[config.mk]
export PLATFORM = sky130hd
export DESIGN_NAME = tar_queue
export DESIGN_NICKNAME = d
export VERILOG_FILES = /design/src/rtl/tar_queue.sv
export SDC_FILE = /design/constraint.sdc
export NUM_CORES = 1
export LEC_CHECK = 0
export ABC_AREA = 1
export BUFFER_PORTS_ARGS = -buffer_cell sky130_fd_sc_hd__buf_2
export CAP_MARGIN = 5
export CORE_MARGIN = 10
export CORE_UTILIZATION = 50
export CTS_BUF_LIST = sky130_fd_sc_hd__clkbuf_4
export DETAILED_ROUTE_END_ITERATION = 7
export PLACE_DENSITY = 0.71
export SYNTH_ARGS = -nofsm -noshare
export SYNTH_HDL_FRONTEND = slang
export SYNTH_SLANG_ARGS = --single-unit
[constraint.sdc]
create_clock -name clock -period 5.4 [get_ports clock]
set_input_delay 0.54 -clock clock [delete_from_list [all_inputs] [get_ports clock]]
set_output_delay 0.54 -clock clock [all_outputs]
set_load 0.05 [all_outputs]
[src/rtl/tar_queue.sv]
module tar_queue #(
   parameter int WIDTH = 80,
   parameter int DEPTH = 4
) (
   input  logic             clock,
   input  logic             reset,
   input  logic             push_valid,
   output logic             push_ready,
   input  logic [WIDTH-1:0] push_data,
   output logic             pop_valid,
   input  logic             pop_ready,
   output logic [WIDTH-1:0] pop_data
);
   localparam int PTR_W = (DEPTH > 1) ? $clog2(DEPTH) : 1;
   localparam int CNT_W = $clog2(DEPTH + 1);

   logic [WIDTH-1:0] entry_q [DEPTH];
   logic [PTR_W-1:0] wr_ptr_ff, rd_ptr_ff;
   logic [CNT_W-1:0] count_ff;
   logic             push_fire, pop_fire;

   assign push_ready = count_ff != CNT_W'(DEPTH);
   assign pop_valid  = count_ff != '0;
   assign pop_data   = entry_q[rd_ptr_ff];
   assign push_fire  = push_valid && push_ready;
   assign pop_fire   = pop_valid && pop_ready;

   always_ff @(posedge clock) begin
      if (push_fire) begin
         entry_q[wr_ptr_ff] <= push_data;
      end
   end

   always_ff @(posedge clock) begin
      if (reset) begin
         wr_ptr_ff <= '0;
         rd_ptr_ff <= '0;
         count_ff  <= '0;
      end else begin
         if (push_fire) begin
            wr_ptr_ff <= (wr_ptr_ff == PTR_W'(DEPTH - 1)) ? '0 : wr_ptr_ff + PTR_W'(1);
         end
         if (pop_fire) begin
            rd_ptr_ff <= (rd_ptr_ff == PTR_W'(DEPTH - 1)) ? '0 : rd_ptr_ff + PTR_W'(1);
         end
         if (push_fire && !pop_fire) begin
            count_ff <= count_ff + CNT_W'(1);
         end else if (pop_fire && !push_fire) begin
            count_ff <= count_ff - CNT_W'(1);
         end
      end
   end

endmodule

==> impl_metrics.yaml <==
worst_setup_path:
  crit_required_ns: 4.86
  cp_top_family: "buffers and inverters"
  reg2reg_from: "count_ff[0]"
  cp_slowest_cell: "buf_4"
  cp_max_fo: 92
  criticalPathCategory: "reg2out"
  crit_chain: "buf_4, o21ai_0, o22ai_1, buf_2"
  max_stage_delay_ns: 0.80
  start_kind: "flip-flop"
  cp.arrival_ns: 3.13
  endpoint_kind: "primary output"
  cp.buffers_inverters: 2
layout:
  final_cell_mix: "edfxtp_1 (320), nor2_1 (173), buf_2 (165), o21ai_0 (151), clkbuf_4 (114)"
  drive_gt1_share_pct: 27.6
  final_common_cell: "edfxtp_1"
  nets: 1141
  area_growth_pct: 16.8
timing:
  final_hold_viol_count: 0
  fin_crit_sh_pct: 68.1
  drv_slew: 0
  holdWs_ns: 0.0886
  grt_setup_unrepaired: "false"
  setup_violations: 0
  tns_ns: 0
  setup_slack_ns: 1.73
  worstMarginPinSlew_ns: 1.13
  finalCriticalPeriod_ns: 3.67
  fmax_mhz: 272
  relSlewSlack_pct: 24.7
  final.setup_skew_ns: 0.0390
floorplanning:
  core_um2: 24200
  die-area_um2: 31300
  initial_utilization_pct: 50.8
  num_rows: 57
  die_h_um: 177
  die_w_um: 177
  io_pins: 166
routing:
  route.vias.total: 7688
  drc: 0
  drtPass1Iterations: 5
  routed_via_density: 5.36
  drt_iter0_markers: 551
  drt-total-wl_um: 26500
  drtAntennaViolNets: 0
  wl_per_cell_um: 18.5
placement:
  io_buffers: 165
  dpl.hpwl_um: 14900
  routabilityCongestion: 0.756
  place_ws_ns: 2.38
global_route:
  grt_first_pass_wirelength_um: 40500
  first_global_vias: 7630
  grt-ovfl-total: 0
  gr-max-usage-layer: "met2"
  use_met2_pct: 26.7
  grt_use_total_pct: 16.5
  grt_max_degree: 161
  grt.met3_usage_pct: 6.08
  antenna_found_initial: 7
  use_met1_pct: 20.1
status:
  status: "finished, final reports clean"
synthesis:
  ys.warnings.count: 0
  syn-instance-count: 843
  synth.avg_cell_area_um2: 14.6
  synth_nets: 934
  yosysSeqAreaShare_pct: 79.5
  synth.cell_area_um2: 12300
  ys_seq_elements: 329
  post_synth_num_cell_types: 21
clocking:
  cts_buffer_depth: 3
  cts_root_buffer: "clkbuf_4"
  cts-resized-gates: 0
  clk_pin_slew_ns: 0.07
  cts_tree: "done"
  postCtsHoldBufs: 1
  post_cts_buffers: 0
  cts.sinks: 329
  cts_buffers: 81
  worstSkewPairLatency_ns: 0.66
  h-tree-depth: 3
hold_path:
  hp-class: "in2reg"
  hold_start: "push_data[5]"
power:
  power.leakage_nw: 5.15
  vdd.ir_drop.worst_uv: 409
  powerDensity_nw_per_um2: 571
run:
  maxCapViolations: 0
[kinds of logic after synthesis]
| family | Yosys count | synth area share (%) |
|---|---|---|
| AND/OR/NAND/NOR | 195 | 6.03 |
| XOR/XNOR | 1 | 0.0711 |
| buffers and inverters | 68 | 2.96 |
| AO/OA/AOI/OAI | 243 | 10.7 |
| adder cells (fa/ha/maj) | 7 | 0.772 |
| flip-flops | 329 | 79.5 |
[power by group]
group          leakage [nW]  switching [W]  internal (W)
clock network         0.602       0.000906       0.00107
logic                  1.54        0.00240      0.000615
registers              3.01       0.000113       0.00311
[flip-flops by register name, indices dropped and copies added, names as in the netlist, named ones only]
register / cells
entry_q: 320
count_ff: 3
wr_ptr_ff: 2
rd_ptr_ff: 2
[area by class of cell]
type,count,area [µm²]
sequential,329,9790
timing repair buffer,176,911
antenna,4,10.0
tap,324,405
clock buffer,114,856
inverter,16,65.1
multi-input combinational,446,2190
clock inverter,26,156
fill,1926,9860
[routing by layer]
layer,wire length (µm),vias up
met5,53,-
met4,319,8
met3,2100,32
met2,13100,254
met1,11000,3744
li1,-,3650
[Yosys cell counts]
master	instances	area, µm²
o22ai_1	80	500
nand3b_1	2	15.0
inv_6	1	8.76
fa_1	1	20.0
buf_6	11	124
nand4_1	1	6.26
inv_1	15	56.3
a21oi_1	2	10.0
buf_4	1	7.51
o21ai_0	151	756
o21ai_1	10	50.1
edfxtp_1	320	9610
dfxtp_1	9	180
buf_12	1	20.0
xor2_1	1	8.76
nand3_1	1	5.00
ha_1	6	75.1
buf_2	1	5.00
nor2_1	177	664
nand2_1	14	52.6
clkbuf_1	38	143
[worst paths after layout]
path / end / slack (ns) / depth (start not counted)
worst max-delay path: pop_data[52] / 1.73 / 4
worst min register to register: flip-flop / 0.53 / 2
worst max register to register: entry_q[0][37] / 2.69 / 5
worst min-delay path: entry_q[1][5] / 0.09 / 1
[per-stage QoR]
| step | instance area [µm²] | instances | total power [W] | util (%) |
|---|---|---|---|---|
| 6_report | 14400 | 1435 | 0.00822 | 59.3 |
| 5_1_grt | 14400 | 1433 | 0.00868 | 59.3 |
| 4_1_cts | 14400 | 1431 | 0.00833 | 59.3 |
| 3_5_place_dp | 13400 | 1290 | 0.00634 | 55.1 |
| 3_3_place_gp | 13400 | 1290 | 0.00631 | 55.1 |
| 2_1_floorplan | 12300 | 843 | 0.00560 | - |
No activity file was read; power rests on OpenSTA's default activity.
