[src/rtl/tar_pkg.sv]
package tar_pkg;

   localparam int NUM_AXES    = 4;
   localparam int MAX_RANK    = 4;
   localparam int ELEM_W      = 64;
   localparam int CSR_DATA_W  = 13;
   localparam int CSR_INDEX_W = 3;

   typedef enum logic [CSR_INDEX_W-1:0] {
      CSR_RANK  = 3'd0,
      CSR_SIZE0 = 3'd1,
      CSR_SIZE1 = 3'd2,
      CSR_SIZE2 = 3'd3,
      CSR_SIZE3 = 3'd4,
      CSR_AXIS  = 3'd5
   } csr_index_type;

   // per-element control that travels from the front to the back
   typedef struct packed {
      logic first;   // reduced coordinate is zero: start a new sum
      logic last;    // reduced coordinate at its top: emit the sum
      logic done;    // last element of the whole tensor
      logic err;     // inner extent product exceeds the accumulator
   } flags_type;

   typedef enum logic [2:0] {
      BK_IDLE,
      BK_UNPACK,
      BK_ALIGN,
      BK_NORM,
      BK_ROUND
   } back_state_type;

endpackage

[src/rtl/tar_if.sv]
interface tar_req_if;
   logic        valid;
   logic        ready;
   logic [63:0] element_bits;

   modport source (output valid, output element_bits, input ready);
   modport sink   (input valid, input element_bits, output ready);
endinterface


[src/rtl/tar_front.sv]
module tar_front #(
   parameter int ACC_DEPTH = 4096,
   parameter int DIM_BITS  = 12,
   parameter int ADDR_W    = 12
) (
   input  logic                            clock,
   input  logic                            reset,
   input  logic                            csr_we,
   input  logic [tar_pkg::CSR_INDEX_W-1:0] csr_index,
   input  logic [tar_pkg::CSR_DATA_W-1:0]  csr_wdata,
   tar_req_if.sink                         req_chan,
   output logic                            push_valid,
   input  logic                            push_ready,
   output logic [tar_pkg::ELEM_W-1:0]      push_element,
   output logic [ADDR_W-1:0]               push_slot,
   output tar_pkg::flags_type              push_flags
);
   import tar_pkg::*;

   localparam int SZ_W  = DIM_BITS + 1;
   localparam int CMP_W = (SZ_W > CSR_DATA_W) ? SZ_W : CSR_DATA_W;
   localparam logic [CMP_W-1:0] SZ_TOP = CMP_W'(1) << DIM_BITS;
   localparam logic [63:0] DEPTH64 = 64'(ACC_DEPTH);
   localparam logic [1:0] SETTLE = 2'd2;

   logic [2:0]            rank_ff;
   logic [CSR_DATA_W-1:0] size_ff [NUM_AXES];
   logic [1:0]            axis_ff;
   logic [DIM_BITS-1:0]   coord_ff [NUM_AXES];
   logic [DIM_BITS-1:0]   coord_in [NUM_AXES];
   logic [ADDR_W-1:0]     slot_ff, slot_in;
   logic [2*SZ_W-1:0]     p01_ff, p01_in;
   logic                  err_ff, err_in;
   logic [1:0]            settle_ff, settle_in;

   logic [2:0]            rank_eff;
   logic [SZ_W-1:0]       sz [NUM_AXES];
   logic [NUM_AXES-1:0]   at_top;
   logic [NUM_AXES:0]     carry;
   logic [3*SZ_W-1:0]     p012;
   logic                  cfg_hit;
   logic                  fire;

   // effective extents from the registers
   always_comb begin
      logic [CMP_W-1:0] raw;
      rank_eff = rank_ff;
      if (rank_eff == 3'd0) begin
         rank_eff = 3'd1;
      end
      if (rank_eff > 3'(MAX_RANK)) begin
         rank_eff = 3'(MAX_RANK);
      end
      for (int d = 0; d < NUM_AXES; d++) begin
         raw = CMP_W'(size_ff[d]);
         if (3'(d) >= rank_eff) begin
            sz[d] = SZ_W'(1);
         end else if (raw == '0) begin
            sz[d] = SZ_W'(1);
         end else if (raw > SZ_TOP) begin
            sz[d] = SZ_W'(SZ_TOP);
         end else begin
            sz[d] = SZ_W'(raw);
         end
      end
   end

   // odometer step over the four coordinates, axis 0 fastest
   always_comb begin
      carry[0] = 1'b1;
      for (int d = 0; d < NUM_AXES; d++) begin
         at_top[d]   = {1'b0, coord_ff[d]} >= (sz[d] - SZ_W'(1));
         carry[d+1]  = carry[d] & at_top[d];
         if (!carry[d]) begin
            coord_in[d] = coord_ff[d];
         end else if (at_top[d]) begin
            coord_in[d] = '0;
         end else begin
            coord_in[d] = coord_ff[d] + DIM_BITS'(1);
         end
      end
      // slot returns to zero when the carry reaches the reduced axis or at the top slot
      if (carry[axis_ff]) begin
         slot_in = '0;
      end else if (slot_ff == ADDR_W'(ACC_DEPTH - 1)) begin
         slot_in = '0;
      end else begin
         slot_in = slot_ff + ADDR_W'(1);
      end
   end

   // depth check over two registered steps
   always_comb begin
      p01_in = sz[0] * sz[1];
      p012   = p01_ff * sz[2];
      unique case (axis_ff)
         2'd0:    err_in = 1'b0;
         2'd1:    err_in = 64'(sz[0]) > DEPTH64;
         2'd2:    err_in = 64'(p01_ff) > DEPTH64;
         default: err_in = 64'(p012) > DEPTH64;
      endcase
   end

   assign cfg_hit = csr_we && (csr_index == CSR_RANK  || csr_index == CSR_SIZE0 ||
                               csr_index == CSR_SIZE1 || csr_index == CSR_SIZE2 ||
                               csr_index == CSR_SIZE3 || csr_index == CSR_AXIS);
   assign settle_in = csr_we ? SETTLE : ((settle_ff != 2'd0) ? settle_ff - 2'd1 : 2'd0);

   assign push_valid     = req_chan.valid && (settle_ff == 2'd0);
   assign req_chan.ready = push_ready && (settle_ff == 2'd0);
   assign fire           = req_chan.valid && req_chan.ready;

   assign push_element     = req_chan.element_bits;
   assign push_slot        = slot_ff;
   assign push_flags.first = (coord_ff[axis_ff] == '0);
   assign push_flags.last  = at_top[axis_ff];
   assign push_flags.done  = carry[NUM_AXES];
   assign push_flags.err   = err_ff;

   always_ff @(posedge clock) begin
      if (reset) begin
         rank_ff   <= 3'd1;
         axis_ff   <= 2'd0;
         settle_ff <= SETTLE;
         slot_ff   <= '0;
         p01_ff    <= '0;
         err_ff    <= 1'b0;
         for (int d = 0; d < NUM_AXES; d++) begin
            size_ff[d]  <= CSR_DATA_W'(1);
            coord_ff[d] <= '0;
         end
      end else begin
         settle_ff <= settle_in;
         p01_ff    <= p01_in;
         err_ff    <= err_in;
         if (cfg_hit) begin
            unique case (csr_index)
               CSR_RANK:  rank_ff    <= csr_wdata[2:0];
               CSR_SIZE0: size_ff[0] <= csr_wdata;
               CSR_SIZE1: size_ff[1] <= csr_wdata;
               CSR_SIZE2: size_ff[2] <= csr_wdata;
               CSR_SIZE3: size_ff[3] <= csr_wdata;
               default:   axis_ff    <= csr_wdata[1:0];
            endcase
            slot_ff <= '0;
            for (int d = 0; d < NUM_AXES; d++) begin
               coord_ff[d] <= '0;
            end
         end else if (fire) begin
            slot_ff <= slot_in;
            for (int d = 0; d < NUM_AXES; d++) begin
               coord_ff[d] <= coord_in[d];
            end
         end
      end
   end

endmodule

[src/flat_wrapper.sv]
// flat-port wrapper written by rule: the top's interface ports become plain ports
module tar_front_flat import tar_pkg::*;
#(
   parameter int ACC_DEPTH = 4096,
   parameter int DIM_BITS  = 12,
   parameter int ADDR_W    = 12
)
  (clock, reset, csr_we, csr_index, csr_wdata, push_valid, push_ready, push_element, push_slot, push_flags, req_chan_valid, req_chan_element_bits, req_chan_ready);
  tar_req_if req_chan_i ();
  input  logic clock;
  input  logic reset;
  input  logic csr_we;
  input  logic [tar_pkg::CSR_INDEX_W-1:0] csr_index;
  input  logic [tar_pkg::CSR_DATA_W-1:0] csr_wdata;
  output logic push_valid;
  input  logic push_ready;
  output logic [tar_pkg::ELEM_W-1:0] push_element;
  output logic [ADDR_W-1:0] push_slot;
  output tar_pkg::flags_type push_flags;
  input wire logic [$bits(req_chan_i.valid)-1:0] req_chan_valid;
  input wire logic [$bits(req_chan_i.element_bits)-1:0] req_chan_element_bits;
  output wire logic [$bits(req_chan_i.ready)-1:0] req_chan_ready;
  assign req_chan_i.valid = req_chan_valid;
  assign req_chan_i.element_bits = req_chan_element_bits;
  assign req_chan_ready = req_chan_i.ready;
  tar_front #(.ACC_DEPTH(ACC_DEPTH), .DIM_BITS(DIM_BITS), .ADDR_W(ADDR_W)) u_core (.clock(clock), .reset(reset), .csr_we(csr_we), .csr_index(csr_index), .csr_wdata(csr_wdata), .req_chan(req_chan_i), .push_valid(push_valid), .push_ready(push_ready), .push_element(push_element), .push_slot(push_slot), .push_flags(push_flags));
endmodule
[config.mk]
export PLATFORM = sky130hd
export DESIGN_NAME = tar_front_flat
export DESIGN_NICKNAME = d
export VERILOG_FILES = /design/src/rtl/tar_pkg.sv /design/src/rtl/tar_if.sv /design/src/rtl/tar_front.sv /design/src/flat_wrapper.sv
export SDC_FILE = /design/constraint.sdc
export NUM_CORES = 1
export LEC_CHECK = 0
export BUFFER_PORTS_ARGS = -buffer_cell sky130_fd_sc_hd__buf_2
export CAP_MARGIN = 25
export CORE_MARGIN = 4
export CORE_UTILIZATION = 65
export CTS_BUF_LIST = sky130_fd_sc_hd__clkbuf_8
export DETAILED_ROUTE_END_ITERATION = 12
export MAX_ROUTING_LAYER = met4
export PLACE_DENSITY = 0.95
export SLEW_MARGIN = 5
export SYNTH_ARGS = -nofsm -noshare
export SYNTH_HDL_FRONTEND = slang
export SYNTH_SLANG_ARGS = --single-unit
export TNS_END_PERCENT = 30
[constraint.sdc]
create_clock -name clock -period 9.9 [get_ports clock]
set_input_delay 1.98 -clock clock [delete_from_list [all_inputs] [get_ports clock]]
set_output_delay 1.98 -clock clock [all_outputs]
set_load 0.005 [all_outputs]
==> run metrics, run 1 <==
Worst path top cell family by delay=simple AND/OR/NAND/NOR gates; CP Class=register to register; final hold slack=about 0.5 ns; cell area power density=60.6 mW/mm2; kind of end point of the critical path=register; number of antenna violations at the first check in global routing=1; summed negative setup slack over all endpoints=0 ns; leading cell types by total area after synthesis=fa_1 30%, ha_1 10%, edfxtp_1 10%, inv_1 7.2%, nand2_1 5.6%; measured slew at the worst slew-check pin=about 1.1 ns; Worst setup SP type=register; first-pass detailed-route iteration total=8; Die ar.=between 0.04 and 0.05 mm2; number of vias after detailed routing=about 21000; filler cell count in the final layout=approximately 2900; worst reg2reg path endpoint=u_core.err_ff; startpoint of the worst-slack reg-to-reg timing path=u_core.size_ff[2][3]; syn_area_per_cell=8.61 um2; top achievable clock speed=roughly 0.11 GHz; clock sinks=roughly 150; setup repair after global routing missed its margin=false; H-tree Lvls=4; count of hold-fix buffers inserted at cts=0; area of the placeable core=just under 0.04 mm2; Ports=167; most used cell along the critical path=fa_1; max-cap violations=0; post-detailed-route wirelength per cell=around 20 um; register area=just under 0.004 mm2; total detailed-routing wirelength=between 60 and 70 mm; run status=finished clean; area used by multi-input combinational logic=~0.019 mm2; maximum count of clock buffers along a single path=2; Yosys warning total=0; number of instances in the synthesized netlist=3007; depth of the worst register-to-register path=24; total clock buffers created by CTS=17; number of hold violations in the final report=0; Via density=about 6.3; start point of the worst min-delay path=u_core.settle_ff[0]; count of distinct cell types in the synthesized netlist=89; Total Nets Final=roughly 3600; top post-synthesis cells by count=498 x inv_1, 385 x fa_1, 383 x nand2_1; sequential-to-total area share from yosys stat=14.9%; number of input and output port buffers inserted=38; root buf cell=clkbuf_8; total track usage=approximately 33%; Post-Synthesis Cell Area=between 0.02 and 0.03 mm2; Initial Utilization=between 60% and 70%; remaining global-route overflow=0; Required @ worst endpoint=a little over 10 ns; Min-Delay Endpoint=u_core.settle_ff[0]; clock-pin slew on the worst setup and hold paths=0.12 ns; top fanout value on the critical path=23; area grow syn2layout=1.46%; register bit count reported by yosys=approximately 150; post_cts resized=0; final clock skew=just over 0.03 ns; slack of the worst reg-to-reg path=1.00 ns; buffer count from post-CTS setup fixing=0; share of cells above drive strength 1=approximately 4.4%; floorplan row count=72; leakage power=approximately 13 nW; Max Slew Vio Count=0; die outline width=slightly above 200 um; die outline height=around 210 um; Yosys top cell area share=29.8%; first-iteration detailed-routing DRC count=~2800; cell with the biggest individual delay on the critical path=and2_1; Yosys top cell by area=fa_1; remaining routing DRC violations=0; CTS tree=built; syn_nets=3689; Data arrival, critical path=between 9 and 10 ns; Antenna Nets Post-Route=0; primary flip-flop cell chosen by synthesis mapping=edfxtp_1; final worst path period share=between 80% and 90%; maximum vdd ir drop=0.0952 mV; fraction of registers with async set or reset after synthesis=0%; routability congestion estimate=approximately 0.99; number of global-route vias before repair=22100; detailed placement HPWL=~55 mm; largest net degree at the start of global routing=57; worst rel slew slack=about 26%; slowest stage delay, CP=approximately 0.75 ns; Clk Latency, worst-skew pair=roughly 0.5 ns; first-pass GRT wire length=114 mm; cell count of the worst hold path=1; crit-path cells=nor4_1, a31o_2, and3_1, and2_1, buf_4, nand2_1, fa_1, fa_1, inv_1, fa_1, fa_1, inv_1, fa_1, inv_1, ha_1, nand4_1, or4_1, or3_4, a31o_1, and2_0, a2111o_1, nor4b_2, nand4_1, o31a_1; Buf+Inv Stages, Crit Path=4; count of flip-flops with a built-in enable after synthesis=between 80 and 90; Finish-stage setup viols=0; Hold Path Class=register to register; Final min period=8.90 ns; most numerous cell in the Yosys netlist=inv_1
[final cells by class]
cell class | instances | area share, %
Inverter | 500 | 7.15
Tap cell | 518 | 2.47
Sequential cell | 148 | 14.6
Clock buffer | 17 | 0.891
Timing Repair Buffer | 61 | 1.37
Antenna cell | 2 | 0.0191
Clock inverter | 15 | 0.648
Multi-Input combinational cell | 2155 | 72.8
[cells by family after synthesis]
group	after synthesis	share of synthesized area, %
simple gates	1118	21.2
xor+xnor	91	3.13
compound gates	330	8.63
mux	19	0.817
flops	148	14.9
buf+inv	704	11.3
fa+ha+maj	597	40.0
[state kept, by name (all words and copies together), names as in the netlist, named ones only]
name	count
u_core.size_ff	52
u_core.coord_ff	48
u_core.p01_ff	26
u_core.push_slot	12
u_core.rank_ff	3
u_core.axis_ff	2
u_core.settle_ff	2
u_core.err_ff	1
[metrics by stage]
stage | instances | power (W) | worst slack, ns | area [um2] | util (%)
2_1_floorplan | 3007 | 0.000998 | 2.27 | 25900 | -
3_3_place_gp | 3379 | 0.00107 | 1.40 | 25800 | 66.2
3_5_place_dp | 3380 | 0.00109 | 1.09 | 25800 | 66.2
4_1_cts | 3412 | 0.00158 | 1.12 | 26200 | 67.3
5_1_grt | 3416 | 0.00166 | 0.540 | 26300 | 67.3
6_report | 3416 | 0.00159 | 1.00 | 26300 | 67.3
[power breakdown]
part           internal, W  total, W  leakage, nW  switching [W]
Sequential        0.000682  0.000747         1.38      0.0000652
Combinational     0.000127  0.000344         11.2       0.000217
Clock             0.000210  0.000499        0.202       0.000289
Total              0.00102   0.00159         12.7       0.000571
[worst max-delay path by stage]
stage / cells past startpoint / start / slack (ns) / end
finish: 24 / u_core.size_ff[2][3] / 1.00 / u_core.err_ff
detailed placement: 24 / u_core.size_ff[2][2] / 1.09 / u_core.err_ff
floorplan: 27 / u_core.size_ff[2][3] / 2.27 / u_core.err_ff
global placement: 24 / u_core.size_ff[2][3] / 1.40 / u_core.err_ff
CTS: 24 / u_core.size_ff[2][3] / 1.12 / u_core.err_ff
global route: 24 / u_core.size_ff[2][3] / 0.54 / u_core.err_ff
[per-layer routing]
metal / GRT usage, % / share of wire (%) / vias up
met1: 42.0 / 37 / 10400
met5: - / 0 / -
met2: 52.9 / 48 / 1417
met3: 7.15 / 12 / 277
met4: 13.1 / 4.4 / 0
li1: - / - / 9379
[layout by cell type, fill, tap and decap left out, types with 14 or more instances in the layout]
cell / synthesis / layout
nor2b_1: 26 / 26
a21oi_1: 84 / 84
ha_1: 212 / 212
o21a_1: 15 / 15
and2_1: 130 / 130
buf_2: 0 / 39
buf_4: 71 / 22
a211oi_1: 14 / 14
nand4_1: 21 / 21
o21ai_0: 54 / 54
nand3_1: 64 / 64
nor2_1: 198 / 197
nand2_1: 383 / 383
nor4_1: 21 / 21
xor2_1: 42 / 42
or3_1: 18 / 18
a21o_1: 33 / 33
fa_1: 385 / 385
nand2b_1: 29 / 29
dfxtp_1: 60 / 60
xnor2_1: 48 / 48
clkbuf_8: 0 / 17
nor3_1: 48 / 48
inv_1: 498 / 498
and3_1: 130 / 130
edfxtp_1: 88 / 88
No activity file was read; power rests on OpenSTA's default activity.
==> run 2: changes to the inputs <==
--- a/config.mk
+++ b/config.mk
@@ -6,10 +6,8 @@
 export NUM_CORES = 1
 export LEC_CHECK = 0
 export BUFFER_PORTS_ARGS = -buffer_cell sky130_fd_sc_hd__buf_2
-export CAP_MARGIN = 25
-export CORE_MARGIN = 4
-export CORE_UTILIZATION = 65
-export CTS_BUF_LIST = sky130_fd_sc_hd__clkbuf_8
+export CORE_MARGIN = 10
+export CORE_UTILIZATION = 64
 export DETAILED_ROUTE_END_ITERATION = 12
 export MAX_ROUTING_LAYER = met4
 export PLACE_DENSITY = 0.95
==> run metrics, run 2 (same netlist as run 1, synthesis figures left out) <==
Die ar.=0.0489 mm2 (was 0.0431 mm2); routability congestion estimate=0.967 (was 0.992); floorplan row count=73 (was 72); die outline height=221 um (was 208 um); maximum count of clock buffers along a single path=2 (unchanged); measured slew at the worst slew-check pin=1.28 ns (was 1.10 ns); biggest registers after layout=u_core.size_ff: 52 flops, u_core.coord_ff: 48 flops, u_core.p01_ff: 26 flops (unchanged); remaining routing DRC violations=0 (unchanged); total power of the final layout=0.00176 W (was 0.00159 W); final worst path period share=91.5% (was 89.9%); count of hold-fix buffers inserted at cts=0 (unchanged); setup repair after global routing missed its margin=false (unchanged); post-detailed-route wirelength per cell=20.9 um (was 20.2 um); area of the placeable core=0.0398 mm2 (was 0.0390 mm2); Data arrival, critical path=9.41 ns (was 9.29 ns); total detailed-routing wirelength=71.4 mm (was 69.1 mm); Biggest register=u_core.size_ff (unchanged); number of hold violations in the final report=0 (unchanged); detailed placement HPWL=55.5 mm (was 54.5 mm); cell with the biggest individual delay on the critical path=and2_1 (unchanged); Final min period=9.05 ns (was 8.90 ns); Antenna Nets Post-Route=0 (unchanged); Via density=6.33 (was 6.28); top achievable clock speed=0.110 GHz (was 0.112 GHz); commonest non-fill, non-tap cells in the layout=498 x inv_1, 385 x fa_1, 383 x nand2_1 (unchanged); Ports=167 (unchanged); number of antenna violations at the first check in global routing=3 (was 1); max-cap violations=0 (unchanged); first-pass GRT wire length=117 mm (was 114 mm); total clock buffers created by CTS=17 (unchanged); first-iteration detailed-routing DRC count=2656 (was 2783); total track usage=29.9% (was 33.3%); die outline width=221 um (was 208 um); clock-pin slew on the worst setup and hold paths=0.09 ns (was 0.12 ns); cell area after layout=0.0264 mm2 (was 0.0263 mm2); commonest non-fill, non-tap cell in the layout=inv_1 (unchanged); remaining global-route overflow=0 (unchanged); final hold slack=0.501 ns (was 0.509 ns); run status=finished clean (unchanged); share of cells above drive strength 1=4.32% (was 4.42%); crit-path cells=nor4_1, a31o_2, and3_1, and2_1, buf_4, nand2_1, fa_1, fa_1, fa_1, inv_1, fa_1, inv_1, fa_1, inv_1, ha_1, and2_2, o21ai_0, or3_4, a31o_1, and2_0, a2111o_1, nor4b_2, nand4_1, o31a_1 (was nor4_1, a31o_2, and3_1, and2_1, buf_4, nand2_1, fa_1, fa_1, inv_1, fa_1, fa_1, inv_1, fa_1, inv_1, ha_1, nand4_1, or4_1, or3_4, a31o_1, and2_0, a2111o_1, nor4b_2, nand4_1, o31a_1); largest net degree at the start of global routing=58 (was 57); area grow syn2layout=2.05% (was 1.46%); DP Area=0.0258 mm2 (about the same); final clock skew=0.0261 ns (was 0.0309 ns); number of global-route vias before repair=22200 (was 22100); first-pass detailed-route iteration total=8 (unchanged); maximum vdd ir drop=0.137 mV (was 0.0952 mV); Clk Latency, worst-skew pair=0.47 ns (was 0.49 ns); kind of end point of the critical path=register (unchanged); worst rel slew slack=14.4% (was 25.8%); CTS tree=built (unchanged); top fanout value on the critical path=29 (was 23); number of vias after detailed routing=21600 (was 21400); clock sinks=148 (unchanged); flip-flop count of the largest register after layout=52 (unchanged); number of input and output port buffers inserted=38 (unchanged); cell area power density=66.6 mW/mm2 (was 60.6 mW/mm2); Worst setup SP type=register (unchanged); Required @ worst endpoint=10.26 ns (was 10.29 ns); post_cts resized=0 (unchanged); slowest stage delay, CP=0.81 ns (was 0.75 ns); H-tree Lvls=4 (unchanged); summed negative setup slack over all endpoints=0 ns (unchanged); Initial Utilization=65.0% (was 66.3%); Finish-stage setup viols=0 (unchanged); Max Slew Vio Count=0 (unchanged); most used cell along the critical path=fa_1 (unchanged); root buf cell=clkbuf_16 (was clkbuf_8); leakage power=12.8 nW (was 12.7 nW); CP Class=register to register (unchanged); Total Nets Final=3562 (was 3565); final core utilization=66.3% (was 67.3%); Hold Path Class=register to register (unchanged); buffer count from post-CTS setup fixing=0 (unchanged)
run 2: cell count changes in the layout (fill, tap and decap cells not counted), sizes merged:
cell,before,now
clkinv,11,7
inv,503,505
diode,2,1
buf,61,58
clkinvlp,0,2
run 2: final timing paths:
| path | cells after the start | to | slack [ns] | start |
|---|---|---|---|---|
| setup / recovery | 24 | u_core.err_ff | 0.85 | u_core.size_ff[2][3] |
| hold / removal | 1 | u_core.settle_ff[0] | 0.50 | u_core.settle_ff[0] |
| setup reg to reg | 24 | u_core.err_ff | 0.85 | u_core.size_ff[2][3] |
| hold reg to reg | 1 | u_core.settle_ff[0] | 0.50 | u_core.settle_ff[0] |
run 2: area by class of cell:
class                           count  area [um2]
Timing Repair Buffer               58         340
Clock inverter                     15         146
Tap cell                          525         657
Antenna cell                        1        2.50
Multi-Input combinational cell   2155       19100
Inverter                          500        1880
Fill cell                        2983       13400
Sequential cell                   148        3840
Clock buffer                       17         425
run 2: where the power goes:
part / internal, W / switching, W
Combinational: 0.000128 / 0.000225
Sequential: 0.000683 / 0.0000648
Clock: 0.000353 / 0.000306
run 2: critical path: cells and delay by family, from the launching register on:
kind            cells  cell delay (ns)
simple gates        9             3.34
fa+ha+maj           6             3.00
compound gates      5             1.49
flops               1             0.68
buf+inv             4             0.44
run 2: routing by layer:
| layer | GRT usage, % | vias to the layer above | routed length (um) |
|---|---|---|---|
| met5 | - | - | 0 |
| met4 | 13.7 | 0 | 3720 |
| met3 | 7.49 | 334 | 8650 |
| met2 | 46.7 | 1533 | 33200 |
| met1 | 36.1 | 10400 | 25900 |
| li1 | - | 9373 | - |
run 2: per-stage QoR:
step	instances	setup slack, ns
after detailed placement	3386	0.959
after global placement	3386	1.27
final	3419	0.846
after floorplan	3007	2.27
after global routing	3419	0.331
after CTS	3418	0.963
